[src/vfr_pkg.sv]
`timescale 1ns / 1ps

package vfr_pkg;

  localparam logic [7:0] CMD_START_STOP = 8'h01;
  localparam logic [7:0] CMD_SENSOR     = 8'h02;
  localparam logic [7:0] STAMP_WRAP     = 8'hFF;

  localparam int unsigned CFG_INDEX_W = 3;
  localparam int unsigned CFG_DATA_W  = 16;

  localparam logic [CFG_INDEX_W-1:0] REG_UPPER_THRESHOLD  = 3'd0;
  localparam logic [CFG_INDEX_W-1:0] REG_LOWER_THRESHOLD  = 3'd1;
  localparam logic [CFG_INDEX_W-1:0] REG_TICKS_PER_WINDOW = 3'd2;
  localparam logic [CFG_INDEX_W-1:0] REG_DRIVE_STEP       = 3'd3;
  localparam logic [CFG_INDEX_W-1:0] REG_DRIVE_LIMIT      = 3'd4;
  localparam logic [CFG_INDEX_W-1:0] REG_BAND_TOLERANCE   = 3'd5;

  localparam logic [15:0] UPPER_THRESHOLD_RST  = 16'd6759;
  localparam logic [15:0] LOWER_THRESHOLD_RST  = 16'd5529;
  localparam logic [7:0]  TICKS_PER_WINDOW_RST = 8'd200;
  localparam logic [7:0]  DRIVE_STEP_RST       = 8'd2;
  localparam logic [9:0]  DRIVE_LIMIT_RST      = 10'd622;
  localparam logic [7:0]  BAND_TOLERANCE_RST   = 8'd1;

  typedef struct packed {
    logic        kind;
    logic [7:0]  command_byte;
    logic [15:0] accel_sample;
  } vfr_in_t;

  typedef struct packed {
    logic        report_kind;
    logic [7:0]  stamp_high;
    logic [7:0]  stamp_mid;
    logic [7:0]  stamp_low;
    logic [15:0] sample_echo;
    logic [7:0]  measured_frequency;
    logic [9:0]  drive_compare;
  } vfr_out_t;

  typedef struct packed {
    logic [15:0] upper_threshold;
    logic [15:0] lower_threshold;
    logic [7:0]  ticks_per_window;
    logic [7:0]  drive_step;
    logic [9:0]  drive_limit;
    logic [7:0]  band_tolerance;
  } vfr_cfg_t;

  typedef enum logic [1:0] {
    OP_TICK     = 2'd0,
    OP_RUN_CTRL = 2'd1,
    OP_SENSOR   = 2'd2,
    OP_TARGET   = 2'd3
  } vfr_op_t;

  typedef struct packed {
    vfr_op_t     op;
    logic [7:0]  command_byte;
    logic [15:0] accel_sample;
  } vfr_entry_t;

endpackage

[src/vfr_front.sv]
`timescale 1ns / 1ps

module vfr_front (
  input  vfr_pkg::vfr_in_t    in_data,
  input  logic                in_valid,
  output logic                in_stall,
  input  logic                q_full,
  output logic                q_push,
  output vfr_pkg::vfr_entry_t q_entry
);
  import vfr_pkg::*;

  assign in_stall = q_full;
  assign q_push   = in_valid && !q_full;

  always_comb begin
    q_entry.command_byte = in_data.command_byte;
    q_entry.accel_sample = in_data.accel_sample;
    if (!in_data.kind) begin
      q_entry.op = OP_TICK;
    end else begin
      unique case (in_data.command_byte)
        CMD_START_STOP: q_entry.op = OP_RUN_CTRL;
        CMD_SENSOR:     q_entry.op = OP_SENSOR;
        default:        q_entry.op = OP_TARGET;
      endcase
    end
  end

endmodule

[src/vfr_queue.sv]
`timescale 1ns / 1ps

module vfr_queue #(
  parameter int unsigned DEPTH = 2
) (
  input  logic                clk,
  input  logic                rst_n,
  input  logic                push,
  input  vfr_pkg::vfr_entry_t push_entry,
  output logic                full,
  input  logic                pop,
  output logic                head_valid,
  output vfr_pkg::vfr_entry_t head_entry
);
  import vfr_pkg::*;

  localparam int unsigned PTR_W = (DEPTH > 1) ? $clog2(DEPTH) : 1;
  localparam int unsigned CNT_W = $clog2(DEPTH + 1);

  vfr_entry_t       slots_r [DEPTH];
  logic [PTR_W-1:0] wr_ptr_r, wr_ptr_nxt;
  logic [PTR_W-1:0] rd_ptr_r, rd_ptr_nxt;
  logic [CNT_W-1:0] count_r, count_nxt;

  assign full       = (count_r == CNT_W'(DEPTH));
  assign head_valid = (count_r != '0);
  assign head_entry = slots_r[rd_ptr_r];

  always_comb begin
    wr_ptr_nxt = wr_ptr_r;
    rd_ptr_nxt = rd_ptr_r;
    count_nxt  = count_r;
    if (push) begin
      wr_ptr_nxt = (wr_ptr_r == PTR_W'(DEPTH - 1)) ? '0 : wr_ptr_r + 1'b1;
    end
    if (pop) begin
      rd_ptr_nxt = (rd_ptr_r == PTR_W'(DEPTH - 1)) ? '0 : rd_ptr_r + 1'b1;
    end
    if (push && !pop) begin
      count_nxt = count_r + 1'b1;
    end else if (pop && !push) begin
      count_nxt = count_r - 1'b1;
    end
  end

  always_ff @(posedge clk) begin
    if (!rst_n) begin
      wr_ptr_r <= '0;
      rd_ptr_r <= '0;
      count_r  <= '0;
    end else begin
      wr_ptr_r <= wr_ptr_nxt;
      rd_ptr_r <= rd_ptr_nxt;
      count_r  <= count_nxt;
    end
  end

  always_ff @(posedge clk) begin
    if (push) begin
      slots_r[wr_ptr_r] <= push_entry;
    end
  end

  a_no_overflow: assert property (@(posedge clk) disable iff (!rst_n)
    count_r <= CNT_W'(DEPTH))
    else $error("queue count exceeds depth");

  a_no_push_full: assert property (@(posedge clk) disable iff (!rst_n)
    full |-> !push)
    else $error("word pushed into full queue");

  a_no_pop_empty: assert property (@(posedge clk) disable iff (!rst_n)
    pop |-> head_valid)
    else $error("word popped from empty queue");

endmodule

[src/vfr_back.sv]
`timescale 1ns / 1ps

module vfr_back (
  input  logic                clk,
  input  logic                rst_n,
  input  vfr_pkg::vfr_cfg_t   cfg,
  input  logic                head_valid,
  input  vfr_pkg::vfr_entry_t head_entry,
  output logic                pop,
  output vfr_pkg::vfr_out_t   out_data,
  output logic                out_valid,
  input  logic                out_stall
);
  import vfr_pkg::*;

  logic       running_r, running_nxt;
  logic       armed_r, armed_nxt;
  logic       pending_r, pending_nxt;
  logic [7:0] stamp_low_r, stamp_low_nxt;
  logic [7:0] stamp_mid_r, stamp_mid_nxt;
  logic [7:0] stamp_high_r, stamp_high_nxt;
  logic [7:0] window_r, window_nxt;
  logic [7:0] cross_r, cross_nxt;
  logic       upper_zone_r, upper_zone_nxt;
  logic [7:0] latched_r, latched_nxt;
  logic [7:0] target_r, target_nxt;
  logic [9:0] drive_r, drive_nxt;

  logic       out_valid_r;
  vfr_out_t   out_data_r;
  logic       emit;
  vfr_out_t   result;

  logic               carry_low, carry_mid;
  logic signed [10:0] lo_bound, hi_bound, lat_ext, drive_down;
  logic [10:0]        drive_up;

  assign pop       = head_valid && (!out_valid_r || !out_stall);
  assign out_valid = out_valid_r;
  assign out_data  = out_data_r;

  always_comb begin
    running_nxt    = running_r;
    armed_nxt      = armed_r;
    pending_nxt    = pending_r;
    stamp_low_nxt  = stamp_low_r;
    stamp_mid_nxt  = stamp_mid_r;
    stamp_high_nxt = stamp_high_r;
    window_nxt     = window_r;
    cross_nxt      = cross_r;
    upper_zone_nxt = upper_zone_r;
    latched_nxt    = latched_r;
    target_nxt     = target_r;
    drive_nxt      = drive_r;
    emit           = 1'b0;
    result         = '0;
    carry_low      = 1'b0;
    carry_mid      = 1'b0;
    lo_bound   = $signed({3'b000, target_r}) - $signed({3'b000, cfg.band_tolerance});
    hi_bound   = $signed({3'b000, target_r}) + $signed({3'b000, cfg.band_tolerance});
    lat_ext    = '0;
    drive_down = $signed({1'b0, drive_r}) - $signed({3'b000, cfg.drive_step});
    drive_up   = {1'b0, drive_r} + {3'b000, cfg.drive_step};

    unique case (head_entry.op)
      OP_TICK: begin
        if (running_r) begin
          stamp_low_nxt = stamp_low_r + 8'd1;
          if (stamp_low_nxt == STAMP_WRAP) begin
            stamp_low_nxt = '0;
            carry_low     = 1'b1;
          end
          stamp_mid_nxt = stamp_mid_r + {7'd0, carry_low};
          if (stamp_mid_nxt == STAMP_WRAP) begin
            stamp_mid_nxt = '0;
            carry_mid     = 1'b1;
          end
          stamp_high_nxt = stamp_high_r + {7'd0, carry_mid};
          if (stamp_high_nxt == STAMP_WRAP) begin
            stamp_high_nxt = '0;
          end
          window_nxt = window_r + 8'd1;

          if ($signed(head_entry.accel_sample) >= $signed(cfg.upper_threshold)
              && upper_zone_r) begin
            cross_nxt      = cross_r + 8'd1;
            upper_zone_nxt = 1'b0;
          end else if ($signed(head_entry.accel_sample) <= $signed(cfg.lower_threshold)
                       && !upper_zone_r) begin
            cross_nxt      = cross_r + 8'd1;
            upper_zone_nxt = 1'b1;
          end

          if (window_nxt == cfg.ticks_per_window) begin
            latched_nxt = {1'b0, cross_nxt[7:1]};
            cross_nxt   = '0;
            window_nxt  = '0;
          end

          lat_ext = $signed({3'b000, latched_nxt});
          if (lat_ext < lo_bound) begin
            drive_nxt = (drive_down <= 0) ? cfg.drive_limit : drive_down[9:0];
          end else if (lat_ext > hi_bound) begin
            drive_nxt = (drive_up >= {1'b0, cfg.drive_limit}) ? '0 : drive_up[9:0];
          end

          emit                      = 1'b1;
          result.report_kind        = 1'b0;
          result.stamp_high         = stamp_high_nxt;
          result.stamp_mid          = stamp_mid_nxt;
          result.stamp_low          = stamp_low_nxt;
          result.sample_echo        = head_entry.accel_sample;
          result.measured_frequency = latched_nxt;
          result.drive_compare      = drive_nxt;
        end
      end
      OP_RUN_CTRL: begin
        if (running_r) begin
          running_nxt = 1'b0;
          armed_nxt   = 1'b0;
          drive_nxt   = cfg.drive_limit;
          if (pending_r) begin
            pending_nxt        = 1'b0;
            emit               = 1'b1;
            result.report_kind = 1'b1;
          end
        end else begin
          armed_nxt = 1'b1;
        end
      end
      OP_SENSOR: begin
        if (running_r) begin
          pending_nxt = 1'b1;
        end else begin
          emit               = 1'b1;
          result.report_kind = 1'b1;
        end
      end
      OP_TARGET: begin
        if (armed_r) begin
          running_nxt = 1'b1;
          target_nxt  = head_entry.command_byte;
        end
      end
      default: begin
      end
    endcase
  end

  always_ff @(posedge clk) begin
    if (!rst_n) begin
      running_r    <= 1'b0;
      armed_r      <= 1'b0;
      pending_r    <= 1'b0;
      stamp_low_r  <= '0;
      stamp_mid_r  <= '0;
      stamp_high_r <= '0;
      window_r     <= '0;
      cross_r      <= '0;
      upper_zone_r <= 1'b1;
      latched_r    <= '0;
      target_r     <= '0;
      drive_r      <= DRIVE_LIMIT_RST;
      out_valid_r  <= 1'b0;
    end else begin
      if (pop) begin
        running_r    <= running_nxt;
        armed_r      <= armed_nxt;
        pending_r    <= pending_nxt;
        stamp_low_r  <= stamp_low_nxt;
        stamp_mid_r  <= stamp_mid_nxt;
        stamp_high_r <= stamp_high_nxt;
        window_r     <= window_nxt;
        cross_r      <= cross_nxt;
        upper_zone_r <= upper_zone_nxt;
        latched_r    <= latched_nxt;
        target_r     <= target_nxt;
        drive_r      <= drive_nxt;
        out_valid_r  <= emit;
      end else if (!out_stall) begin
        out_valid_r <= 1'b0;
      end
    end
  end

  always_ff @(posedge clk) begin
    if (pop) begin
      out_data_r <= result;
    end
  end

  a_notice_clean: assert property (@(posedge clk) disable iff (!rst_n)
    out_valid_r && out_data_r.report_kind |->
      out_data_r.stamp_high == '0 && out_data_r.stamp_low == '0 &&
      out_data_r.sample_echo == '0 && out_data_r.drive_compare == '0)
    else $error("notice word carries nonzero fields");

  a_stamp_range: assert property (@(posedge clk) disable iff (!rst_n)
    stamp_low_r != STAMP_WRAP && stamp_mid_r != STAMP_WRAP && stamp_high_r != STAMP_WRAP)
    else $error("timestamp byte reached wrap value");

  a_stop_resets_drive: assert property (@(posedge clk) disable iff (!rst_n)
    pop && head_entry.op == OP_RUN_CTRL && running_r |=>
      !running_r && drive_r == cfg.drive_limit)
    else $error("stop did not restore drive compare");

endmodule

[src/vibration_frequency_regulator.sv]
`timescale 1ns / 1ps

// Port group   Handshake              Word
// in_          in_valid / in_stall    vfr_in_t: kind, command_byte, accel_sample
// out_         out_valid / out_stall  vfr_out_t: report and timestamp fields
// cfg_         cfg_wr_en              cfg_index selects, cfg_data holds the value
//
// One word is taken per cycle while in_stall is low; with an empty queue a word is
// written into the queue, then its result is registered in the output register.
// The input side stalls only when the queue is full, which happens when a result word
// is held in the output register by out_stall while QUEUE_DEPTH more words arrive.
// Reset is synchronous on rst_n and restores all but the queue slots and out_data.
// Words that produce no result still pass through the queue in order.
module vibration_frequency_regulator #(
  parameter int unsigned QUEUE_DEPTH = 2
) (
  input  logic                                  clk,
  input  logic                                  rst_n,
  input  logic                                  in_valid,
  output logic                                  in_stall,
  input  vfr_pkg::vfr_in_t                      in_data,
  output logic                                  out_valid,
  input  logic                                  out_stall,
  output vfr_pkg::vfr_out_t                     out_data,
  input  logic                                  cfg_wr_en,
  input  logic [vfr_pkg::CFG_INDEX_W-1:0]       cfg_index,
  input  logic [vfr_pkg::CFG_DATA_W-1:0]        cfg_data
);
  import vfr_pkg::*;

  vfr_cfg_t   cfg_r;
  logic       q_full, q_push, q_pop, q_head_valid;
  vfr_entry_t q_entry, q_head;

  always_ff @(posedge clk) begin
    if (!rst_n) begin
      cfg_r.upper_threshold  <= UPPER_THRESHOLD_RST;
      cfg_r.lower_threshold  <= LOWER_THRESHOLD_RST;
      cfg_r.ticks_per_window <= TICKS_PER_WINDOW_RST;
      cfg_r.drive_step       <= DRIVE_STEP_RST;
      cfg_r.drive_limit      <= DRIVE_LIMIT_RST;
      cfg_r.band_tolerance   <= BAND_TOLERANCE_RST;
    end else if (cfg_wr_en) begin
      unique case (cfg_index)
        REG_UPPER_THRESHOLD:  cfg_r.upper_threshold  <= cfg_data;
        REG_LOWER_THRESHOLD:  cfg_r.lower_threshold  <= cfg_data;
        REG_TICKS_PER_WINDOW: cfg_r.ticks_per_window <= cfg_data[7:0];
        REG_DRIVE_STEP:       cfg_r.drive_step       <= cfg_data[7:0];
        REG_DRIVE_LIMIT:      cfg_r.drive_limit      <= cfg_data[9:0];
        REG_BAND_TOLERANCE:   cfg_r.band_tolerance   <= cfg_data[7:0];
        default: begin
        end
      endcase
    end
  end

  vfr_front u_front (
    .in_data  (in_data),
    .in_valid (in_valid),
    .in_stall (in_stall),
    .q_full   (q_full),
    .q_push   (q_push),
    .q_entry  (q_entry)
  );

  vfr_queue #(
    .DEPTH (QUEUE_DEPTH)
  ) u_queue (
    .clk        (clk),
    .rst_n      (rst_n),
    .push       (q_push),
    .push_entry (q_entry),
    .full       (q_full),
    .pop        (q_pop),
    .head_valid (q_head_valid),
    .head_entry (q_head)
  );

  vfr_back u_back (
    .clk        (clk),
    .rst_n      (rst_n),
    .cfg        (cfg_r),
    .head_valid (q_head_valid),
    .head_entry (q_head),
    .pop        (q_pop),
    .out_data   (out_data),
    .out_valid  (out_valid),
    .out_stall  (out_stall)
  );

endmodule
[config.mk]
export PLATFORM = sky130hd
export DESIGN_NAME = vibration_frequency_regulator
export DESIGN_NICKNAME = d
export VERILOG_FILES = /design/src/vfr_pkg.sv /design/src/vfr_front.sv /design/src/vfr_queue.sv /design/src/vfr_back.sv /design/src/vibration_frequency_regulator.sv
export SDC_FILE = /design/constraint.sdc
export NUM_CORES = 1
export LEC_CHECK = 0
export BUFFER_PORTS_ARGS = -buffer_cell sky130_fd_sc_hd__buf_2
export CORE_ASPECT_RATIO = 2
export CORE_UTILIZATION = 30
export DETAILED_ROUTE_END_ITERATION = 7
export MAX_ROUTING_LAYER = met4
export SYNTH_ARGS = -nofsm -noshare
export SYNTH_HDL_FRONTEND = slang
export SYNTH_SLANG_ARGS = --single-unit
[constraint.sdc]
create_clock -name clk -period 5.7 [get_ports clk]
set_input_delay 0.57 -clock clk [delete_from_list [all_inputs] [get_ports clk]]
set_output_delay 0.57 -clock clk [all_outputs]
set_load 0.1 [all_outputs]
* Yosys cells after proc, flatten, opt, wreduce, memory -nomap -nowiden
Memory sizes are Yosys's and may differ from the RTL's. A register that Yosys moved wholly into a read port is not among the register bits.
Index checks and enable logic that the tools add are counted.
** Word-level totals
- Flip-flop bits (word level) :: 200
- Bits in latches :: 0
- RAM bits :: 52
- Memory bits (read-only) :: 0
- Input bits :: 49
- Output and inout port bits :: 61
- Word-level logic and storage cells :: 155
- Memories kept :: 1
** Cells by class
- Add/subtract/negate cells :: 13
- $mul :: 0
- Divide/modulo/power cells :: 0
- Order comparisons :: 6
- Eq/ne operators :: 20
- Shift-type cells :: 0
- Mux-type cells :: 48
- Bitwise logic cells :: 0
- Reductions and logical operators :: 37
** Memories
- u_queue.slots_r :: depth 2, bits a word 26, rd ports 1, clocked after Yosys merged registers in 1, write ports 1, RTL line vfr_queue.sv:20 : vfr_entry_t slots_r [DEPTH];
** Operators with widths (number)
- 8-bit two-way mux :: 10
- 10-bit two-way mux :: 6
- 8-bit by 1-bit adder with 8-bit output, second input constant :: 3
- 8-bit == test, second input constant :: 3
- 1-bit two-way mux :: 23
- 10-bit one-hot mux with 2 select lines :: 1
- 8-bit by 1-bit adder with 8-bit output :: 2
- 16-bit greater-or-equal comparator :: 1
- 16-bit <= comparator :: 1
- 2-bit AND reduction :: 8
- 4-bit AND reduction :: 4
- 2-bit nonzero test :: 6
- 10-bit by 8-bit adder with 11-bit output :: 1
- 11-bit by 10-bit greater-or-equal comparator with 1-bit output :: 1
- 9-bit by 11-bit > comparator with 1-bit output :: 1
- 11-bit by 1-bit <= comparator with 1-bit output, second input constant :: 1
- 9-bit by 11-bit less-than comparator with 1-bit output :: 1
- 10-bit by 8-bit subtractor with 11-bit output :: 1
- 2-bit by 1-bit inequality test with 1-bit output, second input constant :: 5
- 8-bit by 8-bit adder with 9-bit output :: 1
- 3-bit AND reduction :: 3
- 8-bit by 8-bit subtractor with 9-bit output :: 1
- 8-bit by 1-bit == test with 1-bit output, second input constant :: 1
- 8-bit by 2-bit == test with 1-bit output, second input constant :: 1
- other kinds (19) :: 38

* Depth between registers and ports, before layout
Gate-level depths: netlist (run 1).
- Depth after elaboration :: 13
- Depth in mapped cells :: 29

* By module
From an unflattened synthesis (run 1), not the netlist that was laid out.
** Second synthesis, totals
- Cells, all modules :: 1526
- Area, all modules :: 14645.3 um^2
** By module, submodules not included
- vfr_back :: times used 1, cells each 1137, area each 9658.0 um^2
- vibration_frequency_regulator :: times used 1, cells each 255, area each 2645.0 um^2
- vfr_queue :: times used 1, cells each 103, area each 2103.3 um^2
- vfr_front :: times used 1, cells each 31, area each 239.0 um^2

* Worst setup path after synthesis (run 1)
Ideal clock, no wire load.
- Path type :: register -> register
- From :: reg (tool-made name)
- To :: reg u_back.out_data_r, in the netlist u_back.out_data[9] (data pin)
- Data arrival time :: 6171 ps
- Path slack :: -645 ps
- Cell stages (with the launch flop) :: 29
- Buffers on the path :: 4
- Period minus slack after synthesis :: 6345 ps
- Path through :: dfxtp_1 > clkbuf_1 > buf_1 > mux2_2 > ha_1 > nand4_1 > a2111o_1 > o211ai_1 > mux2_1 > clkbuf_1 > nor2_1 > nand2_1 > xnor2_1 > nor2_1 > nor2_1 > ha_1 > nor2b_1 > o21ai_0 > or3b_2 > o31a_1 > nand3b_1 > nor4_1 > a2111o_1 > a211oi_2 > a22oi_2 > and2_4 > buf_2 > nand2_1 > a311oi_1
** RTL lines
- end signal: assignment :: RTL line vfr_back.sv:188 : out_data_r <= result;
- end: declaration :: RTL line vfr_back.sv:30 : vfr_out_t out_data_r;

==> flow_summary.yaml, run 1 <==
routing:
  drtAntennaViolNets: 0
  vias_per_cell: 5.06
  vias: 11800
  drc: 0
  wirelength_um: 43600
  drt-pass1-iter-count: 7
  wire_per_inst_um: 18.8
  drt_iter0_markers: 633
critical_path:
  cp-start-kind: "flip-flop"
  critPathRequiredTime_ns: 6.16
  endpoint_kind: "flip-flop"
  arrival_ns: 6.47
  critPathKind: "flip-flop to flip-flop"
  critPathMaxStageDelay_ns: 0.42
  crit_fanout: 8
  cp_slowest_cell: "a2111o_1"
power_and_ir_drop:
  share_seq_of_total_power_pct: 33.7
  swShare_pct: 42.6
  pwr-share-comb_pct: 40.0
  p_sw_uw: 2890
  peakVddDrop_uv: 382
  p_int_uw: 3900
  clockPowerShare_pct: 26.3
  p_per_area_mw_per_mm2: 392
  p_leak_uw: 0.00693
place:
  port_buffers: 109
  dp.cells: 2262
  place_ws_ns: -0.729
  gp_congestion: 0.977
  dp_hpwl_um: 32700
yosys:
  synth-seq-area-share_pct: 43.5
  yosysWarnings: 0
  syn_inst: 1520
  netlist_top_cells_area: "edfxtp_1 (24%), dfxtp_1 (20%), ha_1 (8.7%)"
  synth_top_area_share_pct: 23.5
  synth-main-ff-cell: "dfxtp_1"
  synth_fp_nets: 1672
  async_flop_share_pct: 0
  yosysUniqueCellTypes: 80
  syn_avg_cell_area_um2: 9.33
  syn_area_mm2: 0.0142
  synth_seq_cells: 253
  synth_edf_count: 111
  yosys.area.top_type: "edfxtp_1"
timing:
  fmax_mhz: 166
  final.period_utilization_pct: 105
  worst_hold_slack_ns: 0.198
  finClkSkew_ns: 0.0246
  fin_ws_ns: -0.310
  finalMaxSlewViolations: 0
  setup_viol: 20
  hold_viol_final: 0
  fin_crit_ns: 6.01
  max_slew.worst_pin.slew_ns: 1.14
  slew_headroom_pct: 24.0
  rsz0062_at_grt: "yes"
floorplanning:
  die_height_um: 310
  ios: 110
  coreArea_mm2: 0.0467
  initial_core_util_pct: 30.4
  num_rows: 112
  die_area_mm2: 0.0482
  die_w_um: 156
global_routing:
  grt_pass1_wl_um: 66900
  antenna_found_initial: 1
  grt_busiest_layer: "met2"
  grt_pass1_vias: 12000
  met2_usage_pct: 35.8
  overflow: 0
  grtUsageTotal_pct: 18.7
  grt.met3_usage_pct: 2.04
  grt_util_met1_pct: 17.7
  grt_max_degree: 74
final_layout:
  area_delta_synth_final_pct: 22.3
  final_util_pct: 37.2
  fillers: 4686
  finish.net_count: 1829
  drive_above_1_share_pct: 19.6
  fin_cells: 2325
cts:
  cts.path.max_buffers: 3
  hold_buffers: 0
  tritoncts: "built"
  h-tree-depth: 1
  cts_buffers: 26
  clock_latency_ns: 0.56
  cts.sinks: 253
  path_clk_slew_ns: 0.07
  cts_root_buffer: "clkbuf_16"
run_status:
  outcome: "finished, violations left"
  violations: "negative setup slack"
min_path:
  hp-class: "primary input to flip-flop"
run:
  drv_cap: 0
-- final cells by class --
| class | instances | area (µm²) | share of cell area, % |
|---|---|---|---|
| diodes | 1 | 2.50 | 0.0144 |
| clock buffers | 30 | 697 | 4.02 |
| clock inverters | 18 | 185 | 1.07 |
| inverters | 101 | 380 | 2.19 |
| multi-input cells | 1093 | 7770 | 44.8 |
| flip-flops and latches | 253 | 6180 | 35.6 |
| well taps | 627 | 785 | 4.52 |
| repair buffers | 202 | 1350 | 7.76 |
-- critical path, delay by kind of cell, from the launching register on --
family | cells | cell delay (ns)
compound gates | 12 | 2.46
fa+ha+maj | 2 | 0.57
mux | 2 | 0.70
simple gates | 7 | 1.00
flops | 1 | 0.41
xor+xnor | 1 | 0.15
buf+inv | 4 | 0.62
-- synth_stat cells, types with 9 or more instances --
cell and number:
o211ai_1 26, xnor2_1 37, and2_1 54, edfxtp_1 111, nand4_1 15, ha_1 99, a22oi_1 12, clkbuf_1 61
o211a_1 13, mux2i_1 17, o21ai_0 56, nor3_1 19, nor2_1 87, nand3_1 35, or3_1 13, nand2b_1 17
nor2b_1 40, nand2_1 210, a21oi_1 71, mux2_2 16, dfxtp_1 142, buf_2 9, xor2_1 24, a21boi_0 48
inv_1 101, and3_1 19, nor4_1 15, a211oi_1 14
-- power by group through the flow --
stage	Combinational, µW	Sequential, µW	Clock [µW]
2_1_floorplan	847	3420	0
3_3_place_gp	2550	2320	0
5_1_grt	2860	2310	1910
3_5_place_dp	2590	2320	0
4_1_cts	2680	2290	1840
6_report	2710	2290	1790
-- registers in the layout (all words and copies together) (netlist names), named ones only --
signal               cells
u_queue.count_r          2
u_back.stamp_mid_r       8
u_back.running_r         1
u_back.cross_r           8
u_back.out_data         59
u_back.drive_r          10
u_back.pending_r         1
u_back.stamp_high_r      8
u_back.upper_zone_r      1
u_back.window_r          8
cfg_r                   66
u_queue.rd_ptr_r         1
u_back.target_r          8
u_back.out_valid         1
u_back.latched_r         8
u_back.armed_r           1
u_queue.wr_ptr_r         1
u_back.stamp_low_r       8
u_queue.slots_r         52
-- layer usage --
| layer | wire length (µm) | share of wire [%] |
|---|---|---|
| met1 | 15600 | 36 |
| met2 | 24000 | 55 |
| met3 | 1480 | 3.4 |
| met4 | 2570 | 5.9 |
| met5 | 0 | 0 |
-- kinds of logic after synthesis --
logic type / synth area share, %
DFF: 43.5
adders and majority gates: 9.30
buffers and inverters: 4.71
and+or+nand+nor: 18.6
xor gates and xnor gates: 3.93
muxes: 2.55
AOI/OAI and AO/OA: 17.4
-- layout by cell type, fill, tap and decap left out, drive strengths merged, types with 30 or more instances in the layout --
| master | netlist | layout |
|---|---|---|
| and2 | 56 | 56 |
| o21ai | 60 | 60 |
| buf | 12 | 202 |
| nand2 | 210 | 210 |
| nand3 | 35 | 35 |
| ha | 99 | 99 |
| a21oi | 72 | 72 |
| dfxtp | 142 | 142 |
| inv | 101 | 103 |
| xnor2 | 37 | 37 |
| clkbuf | 61 | 30 |
| nor2b | 40 | 40 |
| nor2 | 87 | 87 |
| a21boi | 49 | 49 |
| edfxtp | 111 | 111 |
-- path summary, 6_finish.rpt --
check                                        start                                to  slack, ns  depth (start not counted)
setup / recovery                         flip-flop    u_back.drive_r[2]$_SDFFE_PN1P_      -0.31                         28
hold / removal                          in_data[5]   u_queue.slots_r[0][5]$_DFFE_PP_       0.20                          1
setup reg to reg                         flip-flop    u_back.drive_r[2]$_SDFFE_PN1P_      -0.31                         28
hold reg to reg   u_back.latched_r[7]$_SDFFE_PN0P_  u_back.latched_r[7]$_SDFFE_PN0P_       0.45                          2
-- repair_timing --
item	CTS	global route
pin swaps	27	15
resized for setup	50	27
cloned	1	0
buffers inserted	9	7
endpoints found under the setup margin	20	21
-- metrics by stage --
step | total power (µW) | TNS (ns) | cell area (µm²)
global route | 7070 | -8.71 | 17300
finish | 6790 | -4.75 | 17300
global placement | 4870 | -9.82 | 15900
floorplan | 4270 | 0 | 14300
detailed placement | 4910 | -11.64 | 15900
CTS | 6810 | -3.00 | 17100
No activity file was read; power rests on OpenSTA's default activity.
==> run 2: changes to the inputs <==
==> constraint.sdc (replaced) <==
create_clock -name clk -period 5.7 [get_ports clk]
set_input_delay 0.285 -clock clk [delete_from_list [all_inputs] [get_ports clk]]
set_output_delay 0.285 -clock clk [all_outputs]
set_load 0.1 [all_outputs]
==> flow_summary.yaml, run 2 (same netlist as run 1, synthesis figures left out) <==
floorplanning:
  die_w_um: 156
  coreArea_mm2: 0.0467
  die_height_um: 310
  ios: 110
  num_rows: 112
  die_area_mm2: 0.0482
  initial_core_util_pct: 30.4
power_and_ir_drop:
  peakVddDrop_uv: 382
  p_leak_uw: 0.00706
  p_per_area_mw_per_mm2: 385
timing:
  fin_ws_ns: -0.325
  rsz0062_at_grt: "yes"
  max_slew.worst_pin.slew_ns: 1.12
  fmax_mhz: 166
  setup_viol: 20
  final.period_utilization_pct: 106
  hold_viol_final: 0
  finalMaxSlewViolations: 0
  finClkSkew_ns: 0.0260
  fin_crit_ns: 6.03
  slew_headroom_pct: 25.3
  tns_ns: -5.04
final_layout:
  final_common_cell: "nand2_1"
  finish.net_count: 1860
  largest_reg_flops: 66
  layout_common_cells: "nand2_1 (204), dfxtp_1 (141), edfxtp_1 (111)"
  final_util_pct: 37.8
  area_delta_synth_final_pct: 24.5
  fillers: 4673
  drive_above_1_share_pct: 19.2
  stdcell_area_mm2: 0.0177
  regMostFlops: "cfg_r"
  multi_input_area_mm2: 0.00777
  register_area_mm2: 0.00618
global_routing:
  grtUsageTotal_pct: 18.7
  grt_pass1_vias: 12100
  grt_max_degree: 74
  antenna_found_initial: 1
  overflow: 0
  grt_pass1_wl_um: 67100
routing:
  drt-pass1-iter-count: 5
  drtAntennaViolNets: 0
  drt_iter0_markers: 644
  wirelength_um: 43700
  vias_per_cell: 5.04
  drc: 0
  wire_per_inst_um: 18.5
  vias: 11900
place:
  port_buffers: 109
  gp_congestion: 0.977
  dp_hpwl_um: 32700
  postPlaceCellArea_mm2: 0.0159
run_status:
  violations: "negative setup slack"
  outcome: "finished, violations left"
min_path:
  hp-start: "cfg_data[9]"
  whs_path_depth: 3
  hold_end: "cfg_r[43]$_SDFFE_PN0P_"
  hp-class: "primary input to flip-flop"
cts:
  cts.sinks: 253
  path_clk_slew_ns: 0.06
  h-tree-depth: 1
  clock_latency_ns: 0.56
  cts_root_buffer: "clkbuf_16"
  cts_buffers: 26
  tritoncts: "built"
  cts.path.max_buffers: 3
critical_path:
  reg2reg_setup_slack_ns: -0.33
  crit_fanout: 8
  critPathKind: "flip-flop to flip-flop"
  rr_endpoint: "u_back.drive_r[2]$_SDFFE_PN1P_"
  endpoint_kind: "flip-flop"
  cp-start-kind: "flip-flop"
  arrival_ns: 6.48
  cp_slowest_cell: "a2111o_1"
  rr_worst_depth: 28
  critPathMaxStageDelay_ns: 0.42
  critPathRequiredTime_ns: 6.16
run:
  drv_cap: 0
==> run 2: final cells by class <==
type                       count  share of cell area (%)
antenna                        1                  0.0142
clock buffer                  30                    3.95
clock inverter                18                    1.05
inverter                     101                    2.15
multi-input combinational   1093                    44.0
sequential                   253                    35.0
tap                          627                    4.44
timing repair buffer         233                    9.38
==> run 2: what timing repair did <==
action / 4_1_cts / 5_1_grt
setup buffers: 9 / 7
resized for setup: 50 / 27
gates cloned: 1 / 0
pin swaps: 27 / 15
hold buffers: 31 / 0
endpoints found under the hold margin: 63 / 0
endpoints found under the setup margin: 20 / 21
==> run 2: how the worst max path moves through the flow <==
stage / from / endpoint / slack (ns) / cells past startpoint
global placement: flip-flop / u_back.drive_r[6]$_SDFFE_PN1P_ / -0.59 / 29
finish: flip-flop / u_back.drive_r[2]$_SDFFE_PN1P_ / -0.33 / 28
global route: flip-flop / u_back.drive_r[3]$_SDFFE_PN1P_ / -0.51 / 28
detailed placement: flip-flop / u_back.drive_r[3]$_SDFFE_PN1P_ / -0.73 / 28
floorplan: flip-flop / u_back.out_data[0]$_SDFFCE_PN0P_ / 0.008 / 28
CTS: flip-flop / u_back.drive_r[5]$_SDFFE_PN1P_ / -0.26 / 27
==> run 2: critical path, delay by kind of cell, from the launching register on <==
family	cells	cell delay (ns)
simple gates	7	1.00
flops	1	0.41
compound gates	12	2.46
buf+inv	4	0.63
fa+ha+maj	2	0.57
xor+xnor	1	0.15
mux	2	0.70
==> run 2: layer usage <==
layer / track usage (%) / share of wire [%] / wire (µm)
met2: 35.9 / 55 / 24100
met4: 11.1 / 5.9 / 2590
met5: - / 0 / 0
met1: 17.7 / 35 / 15500
met3: 2.03 / 3.6 / 1560
==> run 2: stage by stage <==
stage               setup WS, ns  instances  hold WS [ns]  power, µW
floorplan                0.00778       1520         0.384       4270
global placement          -0.586       2262         0.432       4870
detailed placement        -0.729       2262         0.444       4910
CTS                       -0.258       2349        0.0208       6830
global route              -0.511       2356        0.0612       7090
finish                    -0.325       2356        0.0453       6800
==> run 2: report_power, final <==
part	leakage, µW	switching [µW]	internal, µW	total (µW)
Combinational	0.00441	2040	692	2730
Sequential	0.00222	85.9	2200	2290
Clock	0.000431	768	1020	1790
